**src/sv/nrp_pkg.sv**
```systemverilog
// Shared types and constants for the NDEF record parser.
`timescale 1ns / 1ps

package nrp_pkg;

    // Record header bits
    localparam logic [7:0] HDR_TNF_MASK = 8'h07;
    localparam logic [7:0] HDR_MB       = 8'h80;
    localparam logic [7:0] HDR_ME       = 8'h40;
    localparam logic [7:0] HDR_SR       = 8'h10;
    localparam logic [7:0] HDR_IL       = 8'h08;

    // Long payload length is four bytes
    localparam logic [31:0] PLEN_SHORT_BYTES = 32'd1;
    localparam logic [31:0] PLEN_LONG_BYTES  = 32'd4;

    // Configuration register indexes
    localparam logic [7:0] CFG_MAX_RECORDS  = 8'd0;
    localparam logic [7:0] CFG_MAX_TYPE_LEN = 8'd1;

    localparam logic [7:0] MAX_RECORDS_RST  = 8'd8;
    localparam logic [7:0] MAX_TYPE_LEN_RST = 8'd32;

    // Result kinds
    localparam logic [1:0] KIND_TYPE = 2'd0;
    localparam logic [1:0] KIND_REC  = 2'd1;
    localparam logic [1:0] KIND_SUM  = 2'd2;

    // Summary status codes
    localparam logic [1:0] ST_OK        = 2'd0;
    localparam logic [1:0] ST_NOT_FOUND = 2'd1;
    localparam logic [1:0] ST_TRUNC     = 2'd2;

    // Run queue between front and back
    localparam int RUN_DEPTH = 4;
    localparam int RUN_PTR_W = $clog2(RUN_DEPTH);
    localparam logic [RUN_PTR_W:0] RUN_DEPTH_C = (RUN_PTR_W + 1)'(RUN_DEPTH);

    typedef enum logic [3:0] {
        PH_HDR,
        PH_TLEN,
        PH_PLEN,
        PH_IDLEN,
        PH_TYPE,
        PH_ID,
        PH_PAYLOAD
    } t_phase;

    // All results caused by one input beat
    typedef struct packed {
        logic        emit_type;
        logic        emit_rec;
        logic        emit_sum;
        logic [7:0]  rec_idx;
        logic [7:0]  sum_idx;
        logic [7:0]  type_byte;
        logic [7:0]  type_idx;
        logic [7:0]  flags;
        logic [7:0]  type_len;
        logic [7:0]  id_len;
        logic [31:0] payload_len;
        logic [31:0] payload_offset;
        logic [1:0]  status;
    } t_run;

endpackage

```
**src/sv/ndef_record_parser_unit.sv**
```systemverilog
// Top level of the NDEF record parser: front end, run queue, back end.
//
// Channel   Direction  Handshake              Beat
// input     in         push / full            data_byte, last, empty_message
// result    out        empty / pop            kind .. last_of_run (one result)
// config    in         i_cfg_we, no wait      i_cfg_addr, i_cfg_data
//
// One message byte is accepted per cycle while the run queue is not full; the
// front end parses it in that cycle and queues up to three results, which the
// back end sends one per cycle while pop is held. Results pass through the
// four-run queue and the back-end run register; a byte giving three results
// holds the output until all three are popped. full marks a full run queue.
// Reset is synchronous, active low, clears parser state, sets config defaults.
`timescale 1ns / 1ps

module ndef_record_parser_unit import nrp_pkg::*; (
    input  logic        i_clk,
    input  logic        i_rst_n,
    input  logic        push,
    output logic        full,
    input  logic [7:0]  i_data_byte,
    input  logic        i_last,
    input  logic        i_empty_message,
    output logic        empty,
    input  logic        pop,
    output logic [1:0]  o_kind,
    output logic [7:0]  o_record_index,
    output logic [7:0]  o_type_byte,
    output logic [7:0]  o_type_index,
    output logic [7:0]  o_flags,
    output logic [2:0]  o_tnf,
    output logic [7:0]  o_type_len,
    output logic [7:0]  o_id_len,
    output logic [31:0] o_payload_len,
    output logic [31:0] o_payload_offset,
    output logic [1:0]  o_status,
    output logic        o_last_of_run,
    input  logic        i_cfg_we,
    input  logic [7:0]  i_cfg_addr,
    input  logic [7:0]  i_cfg_data
);

    logic run_we, q_full, q_empty, q_rd;
    t_run run_in, run_out;

    assign full = q_full;

    nrp_front u_front (
        .i_clk           (i_clk),
        .i_rst_n         (i_rst_n),
        .i_push          (push),
        .i_q_full        (q_full),
        .i_data_byte     (i_data_byte),
        .i_last          (i_last),
        .i_empty_message (i_empty_message),
        .i_cfg_we        (i_cfg_we),
        .i_cfg_addr      (i_cfg_addr),
        .i_cfg_data      (i_cfg_data),
        .o_run_we        (run_we),
        .o_run           (run_in)
    );

    nrp_run_fifo u_fifo (
        .i_clk     (i_clk),
        .i_rst_n   (i_rst_n),
        .i_wr_en   (run_we),
        .i_wr_data (run_in),
        .o_full    (q_full),
        .i_rd_en   (q_rd),
        .o_rd_data (run_out),
        .o_empty   (q_empty)
    );

    nrp_back u_back (
        .i_clk            (i_clk),
        .i_rst_n          (i_rst_n),
        .i_run            (run_out),
        .i_q_empty        (q_empty),
        .o_q_rd           (q_rd),
        .o_empty          (empty),
        .i_pop            (pop),
        .o_kind           (o_kind),
        .o_record_index   (o_record_index),
        .o_type_byte      (o_type_byte),
        .o_type_index     (o_type_index),
        .o_flags          (o_flags),
        .o_tnf            (o_tnf),
        .o_type_len       (o_type_len),
        .o_id_len         (o_id_len),
        .o_payload_len    (o_payload_len),
        .o_payload_offset (o_payload_offset),
        .o_status         (o_status),
        .o_last_of_run    (o_last_of_run)
    );

endmodule

```
**src/sv/nrp_front.sv**
```systemverilog
// Front end: accepts message bytes, tracks record parsing, builds result runs.
`timescale 1ns / 1ps

module nrp_front import nrp_pkg::*; (
    input  logic        i_clk,
    input  logic        i_rst_n,
    input  logic        i_push,
    input  logic        i_q_full,
    input  logic [7:0]  i_data_byte,
    input  logic        i_last,
    input  logic        i_empty_message,
    input  logic        i_cfg_we,
    input  logic [7:0]  i_cfg_addr,
    input  logic [7:0]  i_cfg_data,
    output logic        o_run_we,
    output t_run        o_run
);

    t_phase      r_phase, n_phase;
    logic [31:0] r_position, n_position;
    logic [31:0] r_left, n_left;
    logic [7:0]  r_hdr, n_hdr;
    logic [7:0]  r_tlen, n_tlen;
    logic [7:0]  r_idlen, n_idlen;
    logic [31:0] r_plen, n_plen;
    logic [31:0] r_pstart, n_pstart;
    logic [7:0]  r_tpos, n_tpos;
    logic [7:0]  r_recs, n_recs;
    logic        r_stopped, n_stopped;
    logic        r_trunc, n_trunc;
    logic [7:0]  r_max_recs;
    logic [7:0]  r_max_tlen;

    logic        accept;
    logic [31:0] pos1;
    logic        do_type, do_id, do_pay, do_cmp;
    t_run        run;

    assign accept = i_push && !i_q_full;
    assign pos1   = r_position + 32'd1;

    // Parser step for one byte, zero-length sections chained on the same beat
    always_comb begin
        n_phase   = r_phase;
        n_position = r_position;
        n_left    = r_left;
        n_hdr     = r_hdr;
        n_tlen    = r_tlen;
        n_idlen   = r_idlen;
        n_plen    = r_plen;
        n_pstart  = r_pstart;
        n_tpos    = r_tpos;
        n_recs    = r_recs;
        n_stopped = r_stopped;
        n_trunc   = r_trunc;
        do_type   = 1'b0;
        do_id     = 1'b0;
        do_pay    = 1'b0;
        do_cmp    = 1'b0;
        run       = '0;

        if (i_empty_message) begin
            run.emit_sum = 1'b1;
            run.status   = ST_NOT_FOUND;
            n_phase   = PH_HDR;
            n_position = '0;
            n_left    = '0;
            n_hdr     = '0;
            n_tlen    = '0;
            n_idlen   = '0;
            n_plen    = '0;
            n_pstart  = '0;
            n_tpos    = '0;
            n_recs    = '0;
            n_stopped = 1'b0;
            n_trunc   = 1'b0;
        end else begin
            n_position = pos1;
            if (!r_stopped) begin
                unique case (r_phase)
                    PH_HDR: begin
                        if (r_recs >= r_max_recs) begin
                            n_trunc   = 1'b1;
                            n_stopped = 1'b1;
                        end else begin
                            n_hdr   = i_data_byte;
                            n_phase = PH_TLEN;
                        end
                    end
                    PH_TLEN: begin
                        n_tlen  = i_data_byte;
                        n_idlen = '0;
                        n_plen  = '0;
                        n_left  = ((r_hdr & HDR_SR) != 8'd0) ? PLEN_SHORT_BYTES
                                                             : PLEN_LONG_BYTES;
                        n_phase = PH_PLEN;
                    end
                    PH_PLEN: begin
                        n_plen = {r_plen[23:0], i_data_byte};
                        n_left = r_left - 32'd1;
                        if (r_left == 32'd1) begin
                            if ((r_hdr & HDR_IL) != 8'd0) begin
                                n_phase = PH_IDLEN;
                            end else begin
                                do_type = 1'b1;
                            end
                        end
                    end
                    PH_IDLEN: begin
                        n_idlen = i_data_byte;
                        do_type = 1'b1;
                    end
                    PH_TYPE: begin
                        if (r_tpos < r_max_tlen) begin
                            run.emit_type = 1'b1;
                            run.type_byte = i_data_byte;
                            run.type_idx  = r_tpos;
                        end
                        n_tpos = r_tpos + 8'd1;
                        n_left = r_left - 32'd1;
                        do_id  = (r_left == 32'd1);
                    end
                    PH_ID: begin
                        n_left = r_left - 32'd1;
                        do_pay = (r_left == 32'd1);
                    end
                    PH_PAYLOAD: begin
                        n_left = r_left - 32'd1;
                        do_cmp = (r_left == 32'd1);
                    end
                    default: begin
                        n_phase = PH_HDR;
                    end
                endcase
            end

            // Section entry, skipping empty sections
            if (do_type) begin
                n_tpos   = '0;
                n_pstart = pos1 + {24'd0, n_tlen} + {24'd0, n_idlen};
                if (n_tlen != 8'd0) begin
                    n_phase = PH_TYPE;
                    n_left  = {24'd0, n_tlen};
                end else begin
                    do_id = 1'b1;
                end
            end
            if (do_id) begin
                if (n_idlen != 8'd0) begin
                    n_phase = PH_ID;
                    n_left  = {24'd0, n_idlen};
                end else begin
                    do_pay = 1'b1;
                end
            end
            if (do_pay) begin
                if (n_plen != 32'd0) begin
                    n_phase = PH_PAYLOAD;
                    n_left  = n_plen;
                end else begin
                    do_cmp = 1'b1;
                end
            end
            if (do_cmp) begin
                run.emit_rec = 1'b1;
                n_recs  = r_recs + 8'd1;
                n_phase = PH_HDR;
                if ((r_hdr & HDR_ME) != 8'd0) begin
                    n_stopped = 1'b1;
                end
            end

            // Record snapshot, shared by type and record beats
            run.rec_idx        = r_recs;
            run.flags          = n_hdr;
            run.type_len       = n_tlen;
            run.id_len         = n_idlen;
            run.payload_len    = n_plen;
            run.payload_offset = n_pstart;

            if (i_last) begin
                run.emit_sum = 1'b1;
                run.sum_idx  = n_recs;
                run.status   = n_trunc ? ST_TRUNC : ST_OK;
                n_phase   = PH_HDR;
                n_position = '0;
                n_left    = '0;
                n_hdr     = '0;
                n_tlen    = '0;
                n_idlen   = '0;
                n_plen    = '0;
                n_pstart  = '0;
                n_tpos    = '0;
                n_recs    = '0;
                n_stopped = 1'b0;
                n_trunc   = 1'b0;
            end
        end
    end

    // Parser state
    always_ff @(posedge i_clk) begin
        if (!i_rst_n) begin
            r_phase    <= PH_HDR;
            r_position <= '0;
            r_left     <= '0;
            r_hdr      <= '0;
            r_tlen     <= '0;
            r_idlen    <= '0;
            r_plen     <= '0;
            r_pstart   <= '0;
            r_tpos     <= '0;
            r_recs     <= '0;
            r_stopped  <= 1'b0;
            r_trunc    <= 1'b0;
        end else if (accept) begin
            r_phase    <= n_phase;
            r_position <= n_position;
            r_left     <= n_left;
            r_hdr      <= n_hdr;
            r_tlen     <= n_tlen;
            r_idlen    <= n_idlen;
            r_plen     <= n_plen;
            r_pstart   <= n_pstart;
            r_tpos     <= n_tpos;
            r_recs     <= n_recs;
            r_stopped  <= n_stopped;
            r_trunc    <= n_trunc;
        end
    end

    // Configuration registers
    always_ff @(posedge i_clk) begin
        if (!i_rst_n) begin
            r_max_recs <= MAX_RECORDS_RST;
            r_max_tlen <= MAX_TYPE_LEN_RST;
        end else if (i_cfg_we) begin
            if (i_cfg_addr == CFG_MAX_RECORDS) begin
                r_max_recs <= i_cfg_data;
            end
            if (i_cfg_addr == CFG_MAX_TYPE_LEN) begin
                r_max_tlen <= i_cfg_data;
            end
        end
    end

    // Beats with no result never enter the queue
    assign o_run_we = accept && (run.emit_type || run.emit_rec || run.emit_sum);
    assign o_run    = run;

endmodule

```
**src/sv/nrp_run_fifo.sv**
```systemverilog
// Short queue of result runs between the front and back ends.
`timescale 1ns / 1ps

module nrp_run_fifo import nrp_pkg::*; (
    input  logic   i_clk,
    input  logic   i_rst_n,
    input  logic   i_wr_en,
    input  t_run   i_wr_data,
    output logic   o_full,
    input  logic   i_rd_en,
    output t_run   o_rd_data,
    output logic   o_empty
);

    t_run                 r_mem [RUN_DEPTH];
    logic [RUN_PTR_W-1:0] r_wr_ptr, r_rd_ptr;
    logic [RUN_PTR_W:0]   r_count;
    logic                 wr, rd;

    assign o_full    = (r_count == RUN_DEPTH_C);
    assign o_empty   = (r_count == '0);
    assign wr        = i_wr_en && !o_full;
    assign rd        = i_rd_en && !o_empty;
    assign o_rd_data = r_mem[r_rd_ptr];

    // Storage
    always_ff @(posedge i_clk) begin
        if (wr) begin
            r_mem[r_wr_ptr] <= i_wr_data;
        end
    end

    // Pointers and fill count
    always_ff @(posedge i_clk) begin
        if (!i_rst_n) begin
            r_wr_ptr <= '0;
            r_rd_ptr <= '0;
            r_count  <= '0;
        end else begin
            if (wr) begin
                r_wr_ptr <= r_wr_ptr + 1'b1;
            end
            if (rd) begin
                r_rd_ptr <= r_rd_ptr + 1'b1;
            end
            if (wr && !rd) begin
                r_count <= r_count + 1'b1;
            end else if (rd && !wr) begin
                r_count <= r_count - 1'b1;
            end
        end
    end

endmodule

```
**src/sv/nrp_back.sv**
```systemverilog
// Back end: unrolls queued runs into beats, one per cycle while pop is held.
`timescale 1ns / 1ps

module nrp_back import nrp_pkg::*; (
    input  logic        i_clk,
    input  logic        i_rst_n,
    input  t_run        i_run,
    input  logic        i_q_empty,
    output logic        o_q_rd,
    output logic        o_empty,
    input  logic        i_pop,
    output logic [1:0]  o_kind,
    output logic [7:0]  o_record_index,
    output logic [7:0]  o_type_byte,
    output logic [7:0]  o_type_index,
    output logic [7:0]  o_flags,
    output logic [2:0]  o_tnf,
    output logic [7:0]  o_type_len,
    output logic [7:0]  o_id_len,
    output logic [31:0] o_payload_len,
    output logic [31:0] o_payload_offset,
    output logic [1:0]  o_status,
    output logic        o_last_of_run
);

    t_run       r_cur;
    logic       r_valid;
    logic [2:0] r_pend;   // {summary, record, type} still to send
    logic [2:0] rest;
    logic       take;
    logic       sel_type, sel_rec;

    assign rest     = r_pend & (r_pend - 3'd1);
    assign take     = r_valid && i_pop;
    assign o_q_rd   = !i_q_empty && (!r_valid || (take && (rest == 3'd0)));
    assign o_empty  = !r_valid;
    assign sel_type = r_pend[0];
    assign sel_rec  = !r_pend[0] && r_pend[1];

    // Current run and pending beats
    always_ff @(posedge i_clk) begin
        if (!i_rst_n) begin
            r_valid <= 1'b0;
            r_pend  <= '0;
        end else if (o_q_rd) begin
            r_valid <= 1'b1;
            r_pend  <= {i_run.emit_sum, i_run.emit_rec, i_run.emit_type};
        end else if (take) begin
            r_pend  <= rest;
            r_valid <= (rest != 3'd0);
        end
    end

    always_ff @(posedge i_clk) begin
        if (o_q_rd) begin
            r_cur <= i_run;
        end
    end

    // Beat fields by kind
    always_comb begin
        o_kind           = KIND_SUM;
        o_record_index   = r_cur.sum_idx;
        o_type_byte      = '0;
        o_type_index     = '0;
        o_flags          = '0;
        o_tnf            = '0;
        o_type_len       = '0;
        o_id_len         = '0;
        o_payload_len    = '0;
        o_payload_offset = '0;
        o_status         = r_cur.status;
        if (sel_type || sel_rec) begin
            o_kind           = sel_type ? KIND_TYPE : KIND_REC;
            o_record_index   = r_cur.rec_idx;
            o_flags          = r_cur.flags;
            o_tnf            = r_cur.flags[2:0];
            o_type_len       = r_cur.type_len;
            o_id_len         = r_cur.id_len;
            o_payload_len    = r_cur.payload_len;
            o_payload_offset = r_cur.payload_offset;
            o_status         = ST_OK;
            if (sel_type) begin
                o_type_byte  = r_cur.type_byte;
                o_type_index = r_cur.type_idx;
            end
        end
    end

    assign o_last_of_run = (rest == 3'd0);

endmodule

```
**config.mk**
```make
export PLATFORM = sky130hd
export DESIGN_NAME = ndef_record_parser_unit
export DESIGN_NICKNAME = d
export VERILOG_FILES = /design/src/sv/nrp_pkg.sv /design/src/sv/ndef_record_parser_unit.sv /design/src/sv/nrp_front.sv /design/src/sv/nrp_run_fifo.sv /design/src/sv/nrp_back.sv
export SDC_FILE = /design/constraint.sdc
export NUM_CORES = 1
export LEC_CHECK = 0
export ABC_CLOCK_PERIOD_IN_PS = 10200
export BUFFER_PORTS_ARGS = -buffer_cell sky130_fd_sc_hd__buf_2
export CAP_MARGIN = 10
export CORE_UTILIZATION = 62
export CTS_BUF_LIST = sky130_fd_sc_hd__clkbuf_16
export DETAILED_ROUTE_END_ITERATION = 8
export PLACE_DENSITY = 0.81
export REMOVE_ABC_BUFFERS = 1
export SYNTH_ARGS = -nofsm -noshare
export SYNTH_HDL_FRONTEND = slang
export SYNTH_SLANG_ARGS = --single-unit
```
**constraint.sdc**
```tcl
create_clock -name i_clk -period 10.2 [get_ports i_clk]
set_input_delay 1.02 -clock i_clk [delete_from_list [all_inputs] [get_ports i_clk]]
set_output_delay 1.02 -clock i_clk [all_outputs]
set_load 0.02 [all_outputs]
```
After elaboration in Yosys (flattened, before gate mapping):

Memory sizes are Yosys's and may differ from the RTL's. A register that Yosys moved wholly into a read port is not among the register bits.
Cells that the tools add are included.

* register bits: 323
* bits in latches: 0
* bits in writable memories: 500
* memory bits (read-only): 0
* input port bits: 31
* output and inout bits: 122
* word-level logic and storage cells: 220
* memories: 1

* add/subtract/negate cells: 11
* multipliers: 0
* divide/modulo/power cells: 0
* $lt $le $gt $ge: 2
* equal/unequal tests: 10
* shifts and indexed selects: 0
* multiplexer cells: 130
* bitwise operators: 1
* reductions and logical operators: 36

Memory list
* u_fifo.r_mem: words 4, bits a word 125, read ports 1, clocked after memory_dff 1, wr ports 1, line nrp_run_fifo.sv:15 `t_run r_mem [RUN_DEPTH];`

Operators by type and width (number)
* $mux 32: 20
* $mux 8: 31
* $pmux 32 s2: 2
* $mux 120: 1
* $add 32x8->32: 2
* $mux 4: 13
* $mux 16: 3
* $mux 1: 43
* $add 32x1->32 const B: 1
* $eq 32x1->1 const B: 1
* $reduce_bool 32->1: 1
* $sub 32x1->32 const B: 1
* $mux 3: 6
* $add 8x1->8 const B: 2
* $mux 2: 8
* $pmux 4 s4: 1
* $pmux 8 s2: 1
* $reduce_bool 8->1: 2
* $eq 4x3->1 const B: 3
* $logic_and 1x1->1: 10
* $eq 4x2->1 const B: 2
* $eq 8x1->1 const B: 1
* $ge 8x8->1: 1
* $logic_not 8->1: 1
* 19 further kinds: 33

Longest topological paths before layout:

* depth after elaboration: 22
* depth in mapped cells: 17
* mapped depth without buffers: 16

Hierarchy:

A second synthesis with hierarchy kept.

* cell total of the unflattened synthesis: 2682
* area, all modules: 36254.8 µm²

By module, submodules not included
* nrp_run_fifo: instances 1, cells each 701, area an instance 18476.5 µm², seq. area each 15194.6 µm²
* nrp_front: instances 1, cells each 1700, area an instance 13026.2 µm², seq. area each 3803.6 µm²
* nrp_back: instances 1, cells each 281, area an instance 4752.1 µm², seq. area each 3743.6 µm²

Worst setup path before layout:

Ideal clock, no wire load.

* path type: input to register
* start point: input port pop
* end point: register u_fifo.r_count[2]
* library setup time: 70 ps
* arrival: 8547 ps
* data required time: 10130 ps
* slack: 1582 ps
* stages: 9
* buffers on the path: 0
* path through: nand2_1 -> a21boi_1 -> inv_1 -> ha_1 -> inv_1 -> fa_1 -> xor2_1 -> or3_1 -> a21oi_1

* word-level cells in the longest chain between the ends: 8
* elaborated cells between the ends (all ways): 10
* those cells by class: 1 x mux; 9 x reduce/logical

RTL lines
* start, declared: line ndef_record_parser_unit.sv:25 `input logic pop,`
* $logic_and 1x1->1 (*): line nrp_back.sv:34 `assign take = r_valid && i_pop;`
* $logic_and 1x1->1 (*): line nrp_back.sv:35 `assign o_q_rd = !i_q_empty && (!r_valid || (take && (rest == 3'd0)));`
* $logic_or 1x1->1 (*): line nrp_back.sv:35
* $logic_and 1x1->1 (*): line nrp_back.sv:35
* named net q_rd: line ndef_record_parser_unit.sv:43 `logic run_we, q_full, q_empty, q_rd;`
* $logic_and 1x1->1 (*): line nrp_run_fifo.sv:23 `assign rd = i_rd_en && !o_empty;`
* $logic_not 1->1: line nrp_run_fifo.sv:46 `if (wr && !rd) begin`
* $logic_and 1x1->1: line nrp_run_fifo.sv:46
* $mux 3 / $reduce_bool 2->1 (equally long branches)
* end signal, assigned: line nrp_run_fifo.sv:47 `r_count <= r_count + 1'b1;`
* end signal, assigned: line nrp_run_fifo.sv:49 `r_count <= r_count - 1'b1;`
* end, declared: line nrp_run_fifo.sv:17 `logic [RUN_PTR_W:0] r_count;`

The timed path passes the listed nets; every way through them passes the cells marked *.
A chain may end at the register's enable or synchronous reset.

==> run summary <==
status: completed
LEAKAGE: 0.01398 uW
pwr/cell area: 226.4 nW/um2
Worst slew margin: 20.90%
first-pass GRT wire length: 141.1 mm
sequential share of the synthesized area: 63.28%
largest net degree at the start of global routing: 69
initial antenna violation count: 1
PortBufs: 152
Slew @ Worst Pin: 1187 ps
DRT Pass-1 Iters: 6
core box area: 56820 um2
critical path's most frequent cell: a21oi_1
CP arrival: 6270 ps
cell row count: 87
worst-path cell chain: buf_4, or4b_2, a21oi_1, fa_1, inv_1, ha_1, fa_1, a21oi_1, o21ai_0, o221ai_1, nor3_1, nand2_1, o41a_1, or3b_1, a21oi_1
flops & latches, synth: 825
Total GRT Usage: 31.66%
CTS tree: built
# IOs: 153
clk slew on worst S/H paths: 70 ps
fin crit share: 57.49%
vias per std cell: 6.547
Num CTS Buffers: 80
pre-CTS setup slack: 3994 ps
Gate Count Post-Synth: 2735
number of flops mapped to enable cells by yosys: 622
Layout area overhead: 10.90%
hpwl dp: 59.15 mm
worst hold margin: 449.0 ps
# fillers: 3866
vias in the first global route: 23510
HP Class: register to register
worst setup margin: 4336 ps
worst setup path class: register to register
Yosys warnings: 0
Reg area: 22750 um2
Final Util: 70.13%
fin nets: 2918
Synth cell types: 88
reg2reg setup slack: 4340 ps
Worst IR Drop VDD: 0.1839 mV
Final ANT Viol Nets: 0
Residual DRC: 0
post-CTS sizing: 0
Final GP Congestion: 0.9855
synthesized area: 35940 um2
Required @ worst endpoint: 10600 ps
Fin. Hold Viols: 0
initial core utilization: 63.24%
CTS H-tree depth: 3
vias post-DR: 23990
most frequent cells in the layout: edfxtp_1, nor2_1, nand2_1, dfxtp_1, buf_2
final instance area: 39850 um2
Hold-fix buffers, CTS: 0
placed cells: 3518
# diodes: 0
layout cells sized above 1: 16.43%
Die ar.: 58930 um2
ys flop type: edfxtp_1
Root Driver: clkbuf_16
clock skew: 28.36 ps
Crit. End Element: register
RSZ-0062 raised after global routing: false
die width: 242.8 um
post-place instance area: 37330 um2
fin cells: 3665
die span in y: 242.8 um
most common cell after layout, fill and taps aside: edfxtp_1
Starting DRT DRC Count: 2375
max cap viols: 0
Post-CTS Setup Bufs: 0
Critical Path Max Stage Delay: 850 ps
clk_lat worst skew: 620 ps
fraction of registers with async set or reset after synthesis: 0%
multi-input logic area: 12400 um2
total gr overflow: 0
WL per Instance: 25.46 um
Final Critical Period: 5864 ps
final slew viol count: 0
worst-path fanout max: 30
clk sinks: 825
CP Launch Type: register
Clock Path Buffers: 3
f_max: 170.5 MHz
average size of a mapped cell: 13.14 um2
CP max stage cell: or4b_2
endpoints failing setup: 0
WL final: 93.30 mm
logic make-up (layout without fill, tap and decap cells):
logic type,count (synthesis),count (layout),share of synthesized area [%]
AND/OR/NAND/NOR,949,949,13.06
adder cells (fa/ha/maj),43,43,1.706
AO/OA/AOI/OAI,458,458,8.555
flip-flops,825,825,63.28
buffers and inverters,214,388,2.347
XOR/XNOR,57,57,1.389
multiplexers,189,189,9.658
critical path, delay by kind of cell, from the launching register on:
kind	cells	cell delay, ps
adder cells (fa/ha/maj)	3	960
buffers and inverters	2	370
AND/OR/NAND/NOR	4	2040
flip-flops	1	320
AO/OA/AOI/OAI	6	1950
final timing paths:
kind | start | end | depth (start not counted)
max | u_front.r_phase[0] | u_fifo.r_mem[2][31] | 15
min | u_front.r_pstart[31] | u_front.r_pstart[31] | 2
max reg2reg | u_front.r_phase[0] | u_fifo.r_mem[2][31] | 15
min reg2reg | u_front.r_pstart[31] | u_front.r_pstart[31] | 2
per-stage QoR:
step	setup TNS [ps]	power, uW
global placement	0	6168
detailed placement	0	6219
finish	0	9023
floorplan	-127190	5730
CTS	0	9087
global route	0	9342
sequential cells by signal (all words and copies together) (netlist names), 32 cells and up, named ones only:
signal / cells
u_front.r_plen: 32
u_fifo.r_mem: 500
u_front.r_position: 32
u_front.r_pstart: 32
u_back.r_cur: 122
u_front.r_left: 32
synthesized netlist by cell type, types with 11 or more instances:
| cell | number | area share, % |
|---|---|---|
| edfxtp_1 | 622 | 52 |
| nor2_1 | 296 | 3.1 |
| nand2_1 | 204 | 2.1 |
| dfxtp_1 | 203 | 11 |
| a21oi_1 | 130 | 1.8 |
| mux4_2 | 125 | 7.8 |
| nor2b_1 | 115 | 2.0 |
| clkbuf_1 | 110 | 1.1 |
| a22oi_1 | 82 | 1.7 |
| o21ai_0 | 72 | 1.0 |
| nor3_1 | 58 | 0.81 |
| inv_1 | 52 | 0.54 |
| mux2i_1 | 52 | 1.4 |
| and2_1 | 51 | 0.89 |
| nand3_1 | 51 | 0.71 |
| xnor2_1 | 43 | 1.0 |
| ha_1 | 33 | 1.1 |
| nor4_1 | 33 | 0.57 |
| buf_1 | 26 | 0.27 |
| nand4_1 | 23 | 0.40 |
| or3_1 | 21 | 0.37 |
| a22o_1 | 19 | 0.46 |
| buf_2 | 19 | 0.26 |
| or4_1 | 19 | 0.40 |
| a21o_1 | 17 | 0.36 |
| and3_1 | 17 | 0.30 |
| o211ai_1 | 16 | 0.33 |
| o31ai_1 | 16 | 0.33 |
| xor2_1 | 14 | 0.34 |
| mux2_2 | 12 | 0.38 |
| and4_1 | 11 | 0.27 |
routing by layer:
metal | part of all wire [%] | GRT usage (%)
met1 | 40 | 42.42
met2 | 49 | 52.81
met4 | 3.5 | 11.88
met5 | 0.0096 | 0
met3 | 7.5 | 4.611
cell type report:
class / count / area share (%)
clock buffer: 81 / 5.086
clock inverter: 66 / 1.250
inverter: 54 / 0.5149
multi-input combinational: 1696 / 31.12
sequential: 825 / 57.08
tap: 756 / 2.374
timing repair buffer: 187 / 2.574
report_power, final:
part | switching [uW] | total, uW | internal [uW]
combinational | 1130 | 1820 | 688
clock | 1240 | 2870 | 1620
sequential | 201 | 4340 | 4140
Note: power is estimated with default switching activity, not from simulation.
